==> src/rtl/assert_macros.svh <==
// ----------------------------------------------------------------------------
// Assertion macros
// Shared concurrent assertion forms, clocked on clk_i, disabled in reset.
// ----------------------------------------------------------------------------
`ifndef ASSERT_MACROS_SVH
`define ASSERT_MACROS_SVH

// Antecedent implies consequent in the same cycle.
`define ASSERT_IMPL(label, ante, cons) \
  label: assert property (@(posedge clk_i) disable iff (!rst_ni) (ante) |-> (cons)) \
    else $error("assertion failed");

// Antecedent implies consequent in the following cycle.
`define ASSERT_NEXT(label, ante, cons) \
  label: assert property (@(posedge clk_i) disable iff (!rst_ni) (ante) |=> (cons)) \
    else $error("assertion failed");

// Condition holds at every clock edge.
`define ASSERT_ALWAYS(label, cond) \
  label: assert property (@(posedge clk_i) disable iff (!rst_ni) (cond)) \
    else $error("assertion failed");

`endif

==> src/rtl/kvs_pkg.sv <==
// ----------------------------------------------------------------------------
// kvs_pkg
// Widths, codes and shared types of the keyframe visibility sampler.
// ----------------------------------------------------------------------------
package kvs_pkg;

  localparam int unsigned TimeW = 32;
  localparam int unsigned ValW  = 24;
  localparam int unsigned VisW  = 17;
  localparam int unsigned QuoW  = 24;
  localparam int unsigned ProdW = 57;
  localparam int unsigned NumW  = 58;

  localparam logic [VisW-1:0] VisOne = 17'h10000;

  typedef enum logic [1:0] {
    KindClear  = 2'd0,
    KindAppend = 2'd1,
    KindSample = 2'd2
  } kvs_kind_e;

  typedef struct packed {
    logic busy;
    logic done;
  } kvs_div_stat_t;

endpackage

==> src/rtl/kvs_div.sv <==
// ----------------------------------------------------------------------------
// kvs_div
// Signed by unsigned restoring divider, one quotient bit per cycle,
// truncating toward zero. The quotient magnitude is below 2^QuoW.
// ----------------------------------------------------------------------------
module kvs_div (
  input  logic                              clk_i,
  input  logic                              rst_ni,
  input  logic                              start_i,
  input  logic signed [kvs_pkg::NumW-1:0]   num_i,
  input  logic        [kvs_pkg::TimeW-1:0]  den_i,
  output kvs_pkg::kvs_div_stat_t            stat_o,
  output logic        [kvs_pkg::QuoW-1:0]   quot_o,
  output logic                              neg_o
);
  import kvs_pkg::*;

  localparam int unsigned CntW = $clog2(QuoW + 1);

  logic              busy_q, busy_d;
  logic              done_q, done_d;
  logic              neg_q, neg_d;
  logic [CntW-1:0]   cnt_q, cnt_d;
  logic [TimeW-1:0]  rem_q, rem_d;
  logic [QuoW-1:0]   quo_q, quo_d;
  logic [NumW-1:0]   mag;
  logic [TimeW:0]    trial;
  logic [TimeW:0]    diff;
  logic              ge;

  assign mag   = num_i[NumW-1] ? NumW'(-num_i) : NumW'(num_i);
  assign trial = {rem_q, quo_q[QuoW-1]};
  assign ge    = trial >= {1'b0, den_i};
  assign diff  = trial - {1'b0, den_i};

  always_comb begin
    busy_d = busy_q;
    done_d = 1'b0;
    neg_d  = neg_q;
    cnt_d  = cnt_q;
    rem_d  = rem_q;
    quo_d  = quo_q;
    if (start_i) begin
      neg_d  = num_i[NumW-1];
      rem_d  = mag[TimeW+QuoW-1:QuoW];
      quo_d  = mag[QuoW-1:0];
      cnt_d  = CntW'(QuoW);
      busy_d = 1'b1;
    end else if (busy_q) begin
      rem_d = ge ? diff[TimeW-1:0] : trial[TimeW-1:0];
      quo_d = {quo_q[QuoW-2:0], ge};
      cnt_d = cnt_q - CntW'(1);
      if (cnt_q == CntW'(1)) begin
        busy_d = 1'b0;
        done_d = 1'b1;
      end
    end
  end

  always_ff @(posedge clk_i or negedge rst_ni) begin
    if (!rst_ni) begin
      busy_q <= 1'b0;
      done_q <= 1'b0;
      neg_q  <= 1'b0;
      cnt_q  <= '0;
      rem_q  <= '0;
      quo_q  <= '0;
    end else begin
      busy_q <= busy_d;
      done_q <= done_d;
      neg_q  <= neg_d;
      cnt_q  <= cnt_d;
      rem_q  <= rem_d;
      quo_q  <= quo_d;
    end
  end

  assign stat_o.busy = busy_q;
  assign stat_o.done = done_q;
  assign quot_o      = quo_q;
  assign neg_o       = neg_q;

endmodule

==> config.mk <==
export PLATFORM = sky130hd
export DESIGN_NAME = kvs_div
export DESIGN_NICKNAME = d
export VERILOG_FILES = /design/src/rtl/assert_macros.svh /design/src/rtl/kvs_pkg.sv /design/src/rtl/kvs_div.sv
export SDC_FILE = /design/constraint.sdc
export NUM_CORES = 1
export LEC_CHECK = 0
export ABC_CLOCK_PERIOD_IN_PS = 4100
export BUFFER_PORTS_ARGS = -buffer_cell sky130_fd_sc_hd__clkbuf_2
export CORE_MARGIN = 2
export CORE_UTILIZATION = 55
export CTS_CLUSTER_DIAMETER = 120
export DETAILED_ROUTE_END_ITERATION = 7
export PLACE_DENSITY = 0.77
export SYNTH_ARGS = -nofsm -noshare
export SYNTH_HDL_FRONTEND = slang
export SYNTH_SLANG_ARGS = --single-unit
export TNS_END_PERCENT = 10
==> constraint.sdc <==
create_clock -name clk_i -period 4.1 [get_ports clk_i]
set_input_delay 0.41 -clock clk_i [delete_from_list [all_inputs] [get_ports clk_i]]
set_output_delay 0.41 -clock clk_i [all_outputs]
set_load 0.1 [all_outputs]
* Word-level counts from Yosys, hierarchy flattened *
Index checks and enable logic that the tools add are counted.
W data, S select, Z words.

word-level totals
  logic and storage cells = 26
  input port bits = 93
  register bits = 64

cells by class
  magnitude comparators = 1
  add/subtract/negate cells = 3
  mux-type cells = 14
  eq/ne operators = 1
  reduce and logical (&&, ||, !) cells = 1

operator list
  operator               number
  $mux W32               3
  $mux W56               1
  $neg A56 Y56           1
  $mux W24               2
  $ge A33 B32 Y1         1
  $sub A32 B32 Y32       1
  $mux W5                2
  $mux W1                6
  $eq A5 B1 Y1 const B   1
  $sub A5 B1 Y5 const B  1
  $reduce_bool A2 Y1     1

* Longest topological paths before layout *
Gate-level depths: netlist of the first run.

  word-level depth = 4
  depth in mapped cells = 13

* Worst setup path after synthesis of the first run *
No wires, ideal clock.

  kind = register -> register
  from = reg quo_q[23] (netlist: quot_o[23])
  to = reg rem_q[4]
  buffers on the path = 0
  period minus slack after synthesis = 3.669 ns
  cell stages (with the launch flop) = 12
  path slack = 0.431 ns
  data arrival time = 3.543 ns
  cells stage by stage = dfrtp_1 inv_1 ha_1 nor2b_1 o21bai_1 a21oi_1 o31ai_1 a2111oi_1 o211ai_1 nand2_1 mux2_2 a221o_1

between the ends
  longest elaborated chain between the ends = 4
  elaborated cells on any way between the ends = 5

ends and longest elaborated chain
  what                                                RTL line                      source
  start, declared                                     kvs_div.sv:25                 logic [QuoW-1:0] quo_q, quo_d;
  start signal, assigned                              kvs_div.sv:74                 quo_q <= quo_d;
  $sub A32 B32 Y32 or $ge A33 B32 Y1 (tied branches)  kvs_div.sv:34, kvs_div.sv:33
  $mux W32 *                                          kvs_div.sv:50                 rem_d = ge ? diff[TimeW-1:0] : trial[TimeW-1:0];
  $mux W32 *                                          kvs_div.sv:49                 end else if (busy_q) begin
  $mux W32 *                                          kvs_div.sv:43                 if (start_i) begin
  end signal, assigned                                kvs_div.sv:73                 rem_q <= rem_d;
  end, declared                                       kvs_div.sv:24                 logic [TimeW-1:0] rem_q, rem_d;

Mark *: on every way between the ends. The rest lies on a longest branch, timed or not. The select of a mux whose other input is x is not followed.
A chain may end at the register's enable or synchronous reset.

* Worst setup path in the final report of the first run *
  from = reg rem_q[7]
  to = reg rem_q[31]

between the ends
  longest elaborated chain between the ends = 4
  elaborated cells on any way between the ends = 5

ends and longest elaborated chain
  what                                                RTL line
  $sub A32 B32 Y32 or $ge A33 B32 Y1 (tied branches)  kvs_div.sv:34, kvs_div.sv:33
  $mux W32 *                                          kvs_div.sv:50
  $mux W32 *                                          kvs_div.sv:49
  $mux W32 *                                          kvs_div.sv:43

Marked as above.

==> impl_metrics.json, run 1 <==
{
  "outcome": "finished clean",
  "place.gp.congestion": 0.920,
  "skew_ns": 0.00586,
  "die_h_um": 111,
  "dieArea_um2": 12300,
  "irDropWorstVdd_uv": 362,
  "synth_cell_types": 66,
  "pin_count": 120,
  "drt-initial-drc-count": 406,
  "drtPass1Iterations": 5,
  "drc": 0,
  "min_period_over_period_pct": 85.3,
  "cp_slowest_cell": "a2111oi_1",
  "grt_max_degree": 77,
  "syn-instance-count": 773,
  "cts_tree": "built",
  "fillCellCount": 932,
  "cp_max_fo": 15,
  "placementRows": 38,
  "wl_met1_um": 7410,
  "portBuffers": 118,
  "yosysWarningCount": 0,
  "hpwl_um": 13300,
  "n_antenna_cell": 0,
  "place_ws_ns": 0.392,
  "syn2layout_area_growth_pct": 15.5,
  "post_cts_resized": 0,
  "max_cap_viol_count": 0,
  "ant_nets": 0,
  "seq_area_um2": 1600,
  "ctsHoldBuffers": 0,
  "syn_nets": 902,
  "synth_area_um2": 6270,
  "critPathCaptureType": "register",
  "met2_length_um": 8100,
  "hp-class": "in2async",
  "layout_common_cells": "clkbuf_2 (117), a21oi_1 (78), nand2_1 (67), xnor2_1 (67), dfrtp_1 (63)",
  "instances_no_fill": 1014,
  "final_common_cell": "clkbuf_2",
  "die_w_um": 111,
  "path_common_cell": "nand2_1",
  "routed_wl_um": 17300,
  "arrival_ns": 3.71,
  "grt_antenna_before_repair": 0,
  "slowest_delay_ns": 0.46,
  "cts_buffers": 9,
  "vias": 6219,
  "p_per_area_nw_per_um2": 639,
  "max_slew_margin_pct": 37.3,
  "async_flop_share_pct": 100,
  "start_kind": "register",
  "synth_area_per_cell_um2": 8.11,
  "ctsLongestPathBuffers": 2,
  "htreeDepth": 3,
  "synth-seq-area-share_pct": 25.6,
  "worst_pin_slew_ns": 0.941,
  "setup_viol": 0,
  "fin_setup_tns_ns": 0,
  "vias_per_cell": 6.13,
  "avgRoutedWirePerCell_um": 17.1,
  "core_area_um2": 11000,
  "synth_edf_count": 0,
  "grt_pass1_vias": 6060,
  "max_freq_mhz": 286,
  "initial_utilization_pct": 57.1,
  "root_buffer": "clkbuf_16",
  "leakage_nw": 3.30,
  "dp.cells": 998,
  "path_cells": "ha_1 > nand2_1 > o21ai_0 > nor2b_1 > o31ai_1 > a2111oi_1 > buf_4 > o211ai_1 > nand2_1 > buf_4 > nand2_1 > o211a_1",
  "clk_latency_ns": 0.33,
  "cts_sinks": 64,
  "ys_ff_latch": 64,
  "setup_ws_ns": 0.604,
  "cts_setup_buffers": 0,
  "multi_input_area_um2": 4290,
  "clkTransAtPathRegs_ns": 0.06,
  "overflow": 0,
  "finalHoldViolations": 0,
  "grt_usage_pct": 28.2,
  "hold_ws_ns": 0.117,
  "synth_flop_cell": "dfrtp_1",
  "period_needed_ns": 3.50,
  "critical_path_class": "reg2reg",
  "layout-drive-gt1-share_pct": 18.2,
  "rsz0062_at_grt": "false",
  "worstPathRequired_ns": 4.32,
  "slew_violations": 0,
  "ff2ff_path_depth": 12,
  "highest_layer": "met4",
  "nNetsFinal": 998,
  "grt_pass1_wl_um": 28700,
  "wl_met3_um": 1370
}
==> through the flow <==
stage | util (%) | total power [mW] | cell area, um^2
CTS | 65.9 | 4.59 | 7240
finish | 65.9 | 4.63 | 7240
global route | 65.9 | 4.95 | 7240
detailed placement | 63.0 | 3.75 | 6920
floorplan | - | 3.08 | 6270
global placement | 63.0 | 3.68 | 6920
==> Yosys cell counts, types with 6 or more instances <==
library cell	number	share of area, %
o31ai_1	17	2.0
buf_1	11	0.66
inv_1	49	2.9
a21oi_1	78	6.2
nor2b_1	9	0.90
a211oi_1	13	1.6
or3_1	13	1.3
o21ai_1	12	0.96
nor3b_1	21	2.5
or4_1	8	0.96
ha_1	35	7.0
o41ai_1	6	0.84
a21o_1	9	1.1
clkbuf_1	25	1.5
xnor2_1	67	9.4
nor3_1	14	1.1
nand2b_1	9	0.90
xor2_1	17	2.4
nor4_1	6	0.60
o211ai_1	7	0.84
nand3_1	13	1.0
nand4_1	8	0.80
o21ai_0	60	4.8
nor2_1	24	1.4
mux2i_1	36	5.8
dfrtp_1	64	26
nand2_1	67	4.0
o21bai_1	6	0.72
==> where the power goes <==
part	total [mW]	switching, mW	internal, mW
combinational	2.77	1.69	1.08
sequential	1.04	0.205	0.832
clock	0.816	0.286	0.530
==> layer usage <==
layer  track usage [%]  up-vias
li1                  -     3011
met1              36.1     2939
met2              46.3      231
met3              7.65       38
met4              9.08        0
met5                 0        -
==> worst max-delay path: cells and delay by family, from the launching register on <==
| family | cells | cell delay (ns) |
|---|---|---|
| buf+inv | 2 | 0.50 |
| simple gates | 4 | 0.66 |
| fa+ha+maj | 1 | 0.41 |
| compound gates | 5 | 1.38 |
| flops | 1 | 0.42 |
==> worst paths after layout <==
| path | from | to | slack (ns) |
|---|---|---|---|
| setup / recovery | rem_q[7] | rem_q[31] | 0.60 |
| hold / removal | rst_ni | quot_o[17] | 0.12 |
| setup reg to reg | rem_q[7] | rem_q[31] | 0.60 |
| hold reg to reg | neg_o | neg_o | 0.52 |
| max in group asynchronous | rst_ni | rem_q[21] | 3.02 |
| min in group clk_i | num_i[0] | quot_o[0] | 0.33 |
==> layout make-up <==
type | count | share of cell area (%)
clock buffer | 10 | 3.16
clock inverter | 6 | 1.16
inverter | 49 | 2.54
multi-input combinational | 617 | 59.3
sequential | 64 | 22.2
tap | 140 | 2.42
timing repair buffer | 128 | 9.23
==> registers in the layout (all words and copies together), names as in the netlist <==
signal,count
neg_o,1
done_q,1
rem_q,32
quot_o,24
busy_q,1
cnt_q,5
==> cell families after synthesis <==
kind of cell | synth area share, %
compound gates | 25.8
simple gates | 17.6
buf+inv | 5.93
xor+xnor | 11.7
flops | 25.6
mux | 6.11
fa+ha+maj | 7.31
No activity file was read; power rests on OpenSTA's default activity.
==> run 2: changes to the inputs <==
PLACE_DENSITY = 0.88   (was 0.77)
==> run 2 against run 1 <==
  * Flip-flop and latch count unchanged
  * Clock skew about the same
  * Total power decreased by 0.68%
  * Non-clock buffer count unchanged
  * Sequential power about the same
  * Global-route usage increased by 0.16 points
  * Clock power decreased by 4.4%
==> impl_metrics.json, run 2 (synthesized netlist as in run 1, its figures left out) <==
{
  "swShare_pct": 47.2,
  "clockPowerShare_pct": 17.0,
  "n_antenna_cell": 0,
  "grt_usage_pct": 28.3,
  "max_slew_margin_pct": 23.9,
  "start_kind": "register",
  "layout_common_cells": "clkbuf_2 (117), a21oi_1 (78), nand2_1 (67), xnor2_1 (67), dfrtp_1 (63)",
  "largest_reg_flops": 32,
  "worstPathRequired_ns": 4.25,
  "r2r-end": "rem_q[17]",
  "dp.cells": 998,
  "fin_setup_tns_ns": 0,
  "critical_path_class": "reg2reg",
  "final_util_pct": 65.8,
  "power_frac_comb_pct": 60.4,
  "final_common_cell": "clkbuf_2",
  "rsz0062_at_grt": "false",
  "critPathCaptureType": "register",
  "p_per_area_nw_per_um2": 636,
  "die_h_um": 111,
  "power.total_mw": 4.59,
  "htreeDepth": 3,
  "clkTransAtPathRegs_ns": 0.06,
  "overflow": 0,
  "outcome": "finished clean",
  "pin_count": 120,
  "worst_pin_slew_ns": 1.14,
  "placementRows": 38,
  "place_ws_ns": 0.404,
  "skew_ns": 0.00589,
  "max_cap_viol_count": 0,
  "avgRoutedWirePerCell_um": 17.3,
  "instances_no_fill": 1014,
  "pwr-share-seq_pct": 22.6,
  "cts_tree": "built",
  "drc": 0,
  "placed_cell_area_um2": 6920,
  "arrival_ns": 3.71,
  "nNetsFinal": 998,
  "hp-class": "in2async",
  "grt_pass1_vias": 6194,
  "dieArea_um2": 12300,
  "ff2ff_path_depth": 12,
  "top_register": "rem_q",
  "path_cells": "ha_1 > nand2_1 > o21ai_0 > nor2b_1 > o31ai_1 > a2111oi_1 > buf_4 > o211ai_1 > nand2_1 > buf_4 > mux2i_1 > a221oi_1",
  "cp_slowest_cell": "ha_1",
  "drt-initial-drc-count": 604,
  "hpwl_um": 13000,
  "leakage_nw": 3.29,
  "cts_buffers": 9,
  "seq_area_um2": 1600,
  "vias_per_cell": 6.21,
  "cp_max_fo": 13,
  "max_freq_mhz": 281,
  "cp-endpoint": "rem_q[17]",
  "clk_latency_ns": 0.33,
  "multi_input_area_um2": 4290,
  "crit-reg2reg-launch": "rem_q[7]",
  "initial_utilization_pct": 57.1,
  "internal_power_mw": 2.42,
  "routed_wl_um": 17500,
  "fillCellCount": 880,
  "final_area_um2": 7220,
  "core_area_um2": 11000,
  "irDropWorstVdd_uv": 327,
  "cts_setup_buffers": 0,
  "ant_nets": 0,
  "slew_violations": 0,
  "grt_max_degree": 121,
  "portBuffers": 118,
  "syn2layout_area_growth_pct": 15.3,
  "cts_sinks": 64,
  "grt_antenna_before_repair": 0,
  "vias": 6299,
  "setup_viol": 0,
  "root_buffer": "clkbuf_16",
  "grt_pass1_wl_um": 29100,
  "post_cts_resized": 0,
  "ctsLongestPathBuffers": 2,
  "p_switching_mw": 2.17,
  "place.gp.congestion": 0.916,
  "drtPass1Iterations": 5,
  "period_needed_ns": 3.56,
  "ff2ff_setup_slack_ns": 0.54,
  "layout-drive-gt1-share_pct": 18.1,
  "min_period_over_period_pct": 86.8,
  "ctsHoldBuffers": 0,
  "finalHoldViolations": 0,
  "crit_start": "rem_q[7]",
  "hold_ws_ns": 0.260,
  "slowest_delay_ns": 0.43,
  "die_w_um": 111,
  "setup_ws_ns": 0.540
}
==> run 2: final cells by class <==
type,count,area share [%]
Inverter,49,2.55
Sequential cell,64,22.2
Multi-Input combinational cell,617,59.4
Tap cell,140,2.43
Clock inverter,3,0.554
Timing Repair Buffer,128,9.25
Clock buffer,13,3.60
==> run 2: how the worst min path moves through the flow <==
stage                     startpoint          to
after floorplan               rst_ni      busy_q
after global placement         neg_o       neg_o
after detailed placement       neg_o       neg_o
after CTS                     rst_ni  quot_o[17]
after global routing          rst_ni  quot_o[17]
final                         rst_ni  quot_o[17]
==> run 2: power groups by stage <==
stage	Sequential, mW	Combinational, mW	Clock [mW]
final	1.04	2.78	0.780
after global routing	1.06	3.02	0.808
after CTS	1.03	2.72	0.777
after detailed placement	1.04	2.70	0
after global placement	1.03	2.64	0
after floorplan	1.21	1.87	0
==> run 2: layer usage <==
metal	track usage, %	wire length (um)	vias to the layer above
met5	0	0	-
met4	11.2	387	0
li1	-	-	3015
met2	47.0	8180	321
met1	35.5	7330	2924
met3	7.05	1600	39
==> run 2: critical path: cells and delay by family (launching register included) <==
family / cells / cell delay, ns
AO/OA/AOI/OAI: 5 / 1.07
adder cells (fa/ha/maj): 1 / 0.43
AND/OR/NAND/NOR: 3 / 0.66
flip-flops: 1 / 0.41
multiplexers: 1 / 0.27
buffers and inverters: 2 / 0.53
==> run 3: changes to the inputs <==
CORE_UTILIZATION = 30   (was 55)
PLACE_DENSITY = 0.58   (was 0.88)
==> run 3 against run 2 <==
  * Utilization down 29 points
  * Non-clock buffer count grew 3
  * Routed wire length grew 7.8%
==> impl_metrics.json, run 3 (synthesized netlist as in run 1, its figures left out) <==
{
  "overflow": 0,
  "grt_pass1_vias": 5835,
  "initial_utilization_pct": 30.8,
  "worstPathRequired_ns": 4.33,
  "top_register": "rem_q",
  "power.total_mw": 4.62,
  "die_h_um": 149,
  "syn2layout_area_growth_pct": 18.4,
  "worst_pin_slew_ns": 0.790,
  "skew_ns": 0.00903,
  "die_w_um": 149,
  "leakage_nw": 3.32,
  "routed_wl_um": 18900,
  "drt-initial-drc-count": 362,
  "cp_max_fo": 4,
  "setup_ws_ns": 0.525,
  "period_needed_ns": 3.57,
  "drtPass1Iterations": 5,
  "htreeDepth": 3,
  "layout-drive-gt1-share_pct": 18.5,
  "cts_tree": "built",
  "post_cts_resized": 0,
  "place.gp.congestion": 0.842,
  "max_cap_viol_count": 0,
  "vias": 5938,
  "drc": 0,
  "vias_per_cell": 5.18,
  "fin_setup_tns_ns": 0,
  "placementRows": 52,
  "portBuffers": 118,
  "setup_viol": 0,
  "placed_cell_area_um2": 7110,
  "avgRoutedWirePerCell_um": 16.4,
  "critPathCaptureType": "register",
  "slew_violations": 0,
  "outcome": "finished clean",
  "rsz0062_at_grt": "false",
  "grt_antenna_before_repair": 0,
  "root_buffer": "clkbuf_16",
  "nNetsFinal": 1001,
  "cts_sinks": 64,
  "p_per_area_nw_per_um2": 623,
  "min_period_over_period_pct": 87.2,
  "clkTransAtPathRegs_ns": 0.06,
  "hpwl_um": 14800,
  "finalHoldViolations": 0,
  "n_antenna_cell": 0,
  "grt_usage_pct": 17.5,
  "layout_common_cells": "clkbuf_2 (116), a21oi_1 (78), nand2_1 (67), xnor2_1 (67), dfrtp_1 (63)",
  "ctsHoldBuffers": 0,
  "ant_nets": 0,
  "cts_setup_buffers": 0,
  "final_area_um2": 7420,
  "arrival_ns": 3.80,
  "critical_path_class": "reg2reg",
  "core_area_um2": 20400,
  "hp-class": "in2async",
  "irDropWorstVdd_uv": 270,
  "max_slew_margin_pct": 47.4,
  "grt_pass1_wl_um": 30800,
  "largest_reg_flops": 32,
  "start_kind": "register",
  "grt_max_degree": 67,
  "place_ws_ns": 0.407,
  "dieArea_um2": 22100,
  "pin_count": 120,
  "ctsLongestPathBuffers": 2,
  "clk_latency_ns": 0.33,
  "max_freq_mhz": 280,
  "cts_buffers": 9,
  "final_common_cell": "clkbuf_2"
}
run 3: cell types whose count changed in the layout (fill, tap and decap cells not counted), sizes merged:
cell / previous run / this run
clkbuf: 130 / 129
buf: 11 / 15
run 3: worst paths after layout:
path | from | endpoint | slack [ns] | cells past startpoint
min reg2reg | neg_o | neg_o | 0.52 | 1
min in group clk_i | num_i[0] | quot_o[0] | 0.33 | 3
max reg2reg | quot_o[23] | rem_q[28] | 0.53 | 12
min | rst_ni | quot_o[5] | 0.15 | 1
max | quot_o[23] | rem_q[28] | 0.53 | 12
max in group asynchronous | rst_ni | quot_o[21] | 2.98 | 2
run 3: per-stage QoR:
step / util (%) / instances / hold slack (ns)
after floorplan: - / 773 / 0.114
after global placement: 34.9 / 1131 / 0.495
after detailed placement: 34.9 / 1131 / 0.504
after CTS: 36.4 / 1147 / 0.176
after global routing: 36.4 / 1147 / 0.205
final: 36.4 / 1147 / 0.147
run 3: worst max-delay path: stages (launching register included):
cell and delay (ns):
dfrtp_1 0.42, inv_1 0.07, ha_1 0.15, inv_1 0.05
fa_1 0.43, a211oi_1 0.32, o21ai_0 0.25, a211oi_1 0.52
o21bai_1 0.16, a221o_1 0.44, a211oi_1 0.35, xnor2_1 0.12
o21a_1 0.17
run 3: metal layers:
layer | part of all wire, % | GRT usage, % | routed length [um]
met1 | 49 | 24.8 | 9210
met2 | 44 | 26.9 | 8210
met3 | 6.4 | 3.99 | 1210
met4 | 1.3 | 4.10 | 236
met5 | 0 | 0 | 0
run 3: layout make-up:
cell class / instances / area (um^2)
fill: 2169 / 12900
sequential: 64 / 1600
inverter: 49 / 184
clock inverter: 3 / 40.0
clock buffer: 13 / 270
tap: 270 / 338
timing repair buffer: 131 / 691
multi-input combinational: 617 / 4290
run 3: power breakdown:
part	switching [mW]	total, mW	internal, mW
Clock	0.282	0.800	0.518
Sequential	0.204	1.04	0.832
Combinational	1.68	2.78	1.10
Total	2.17	4.62	2.45
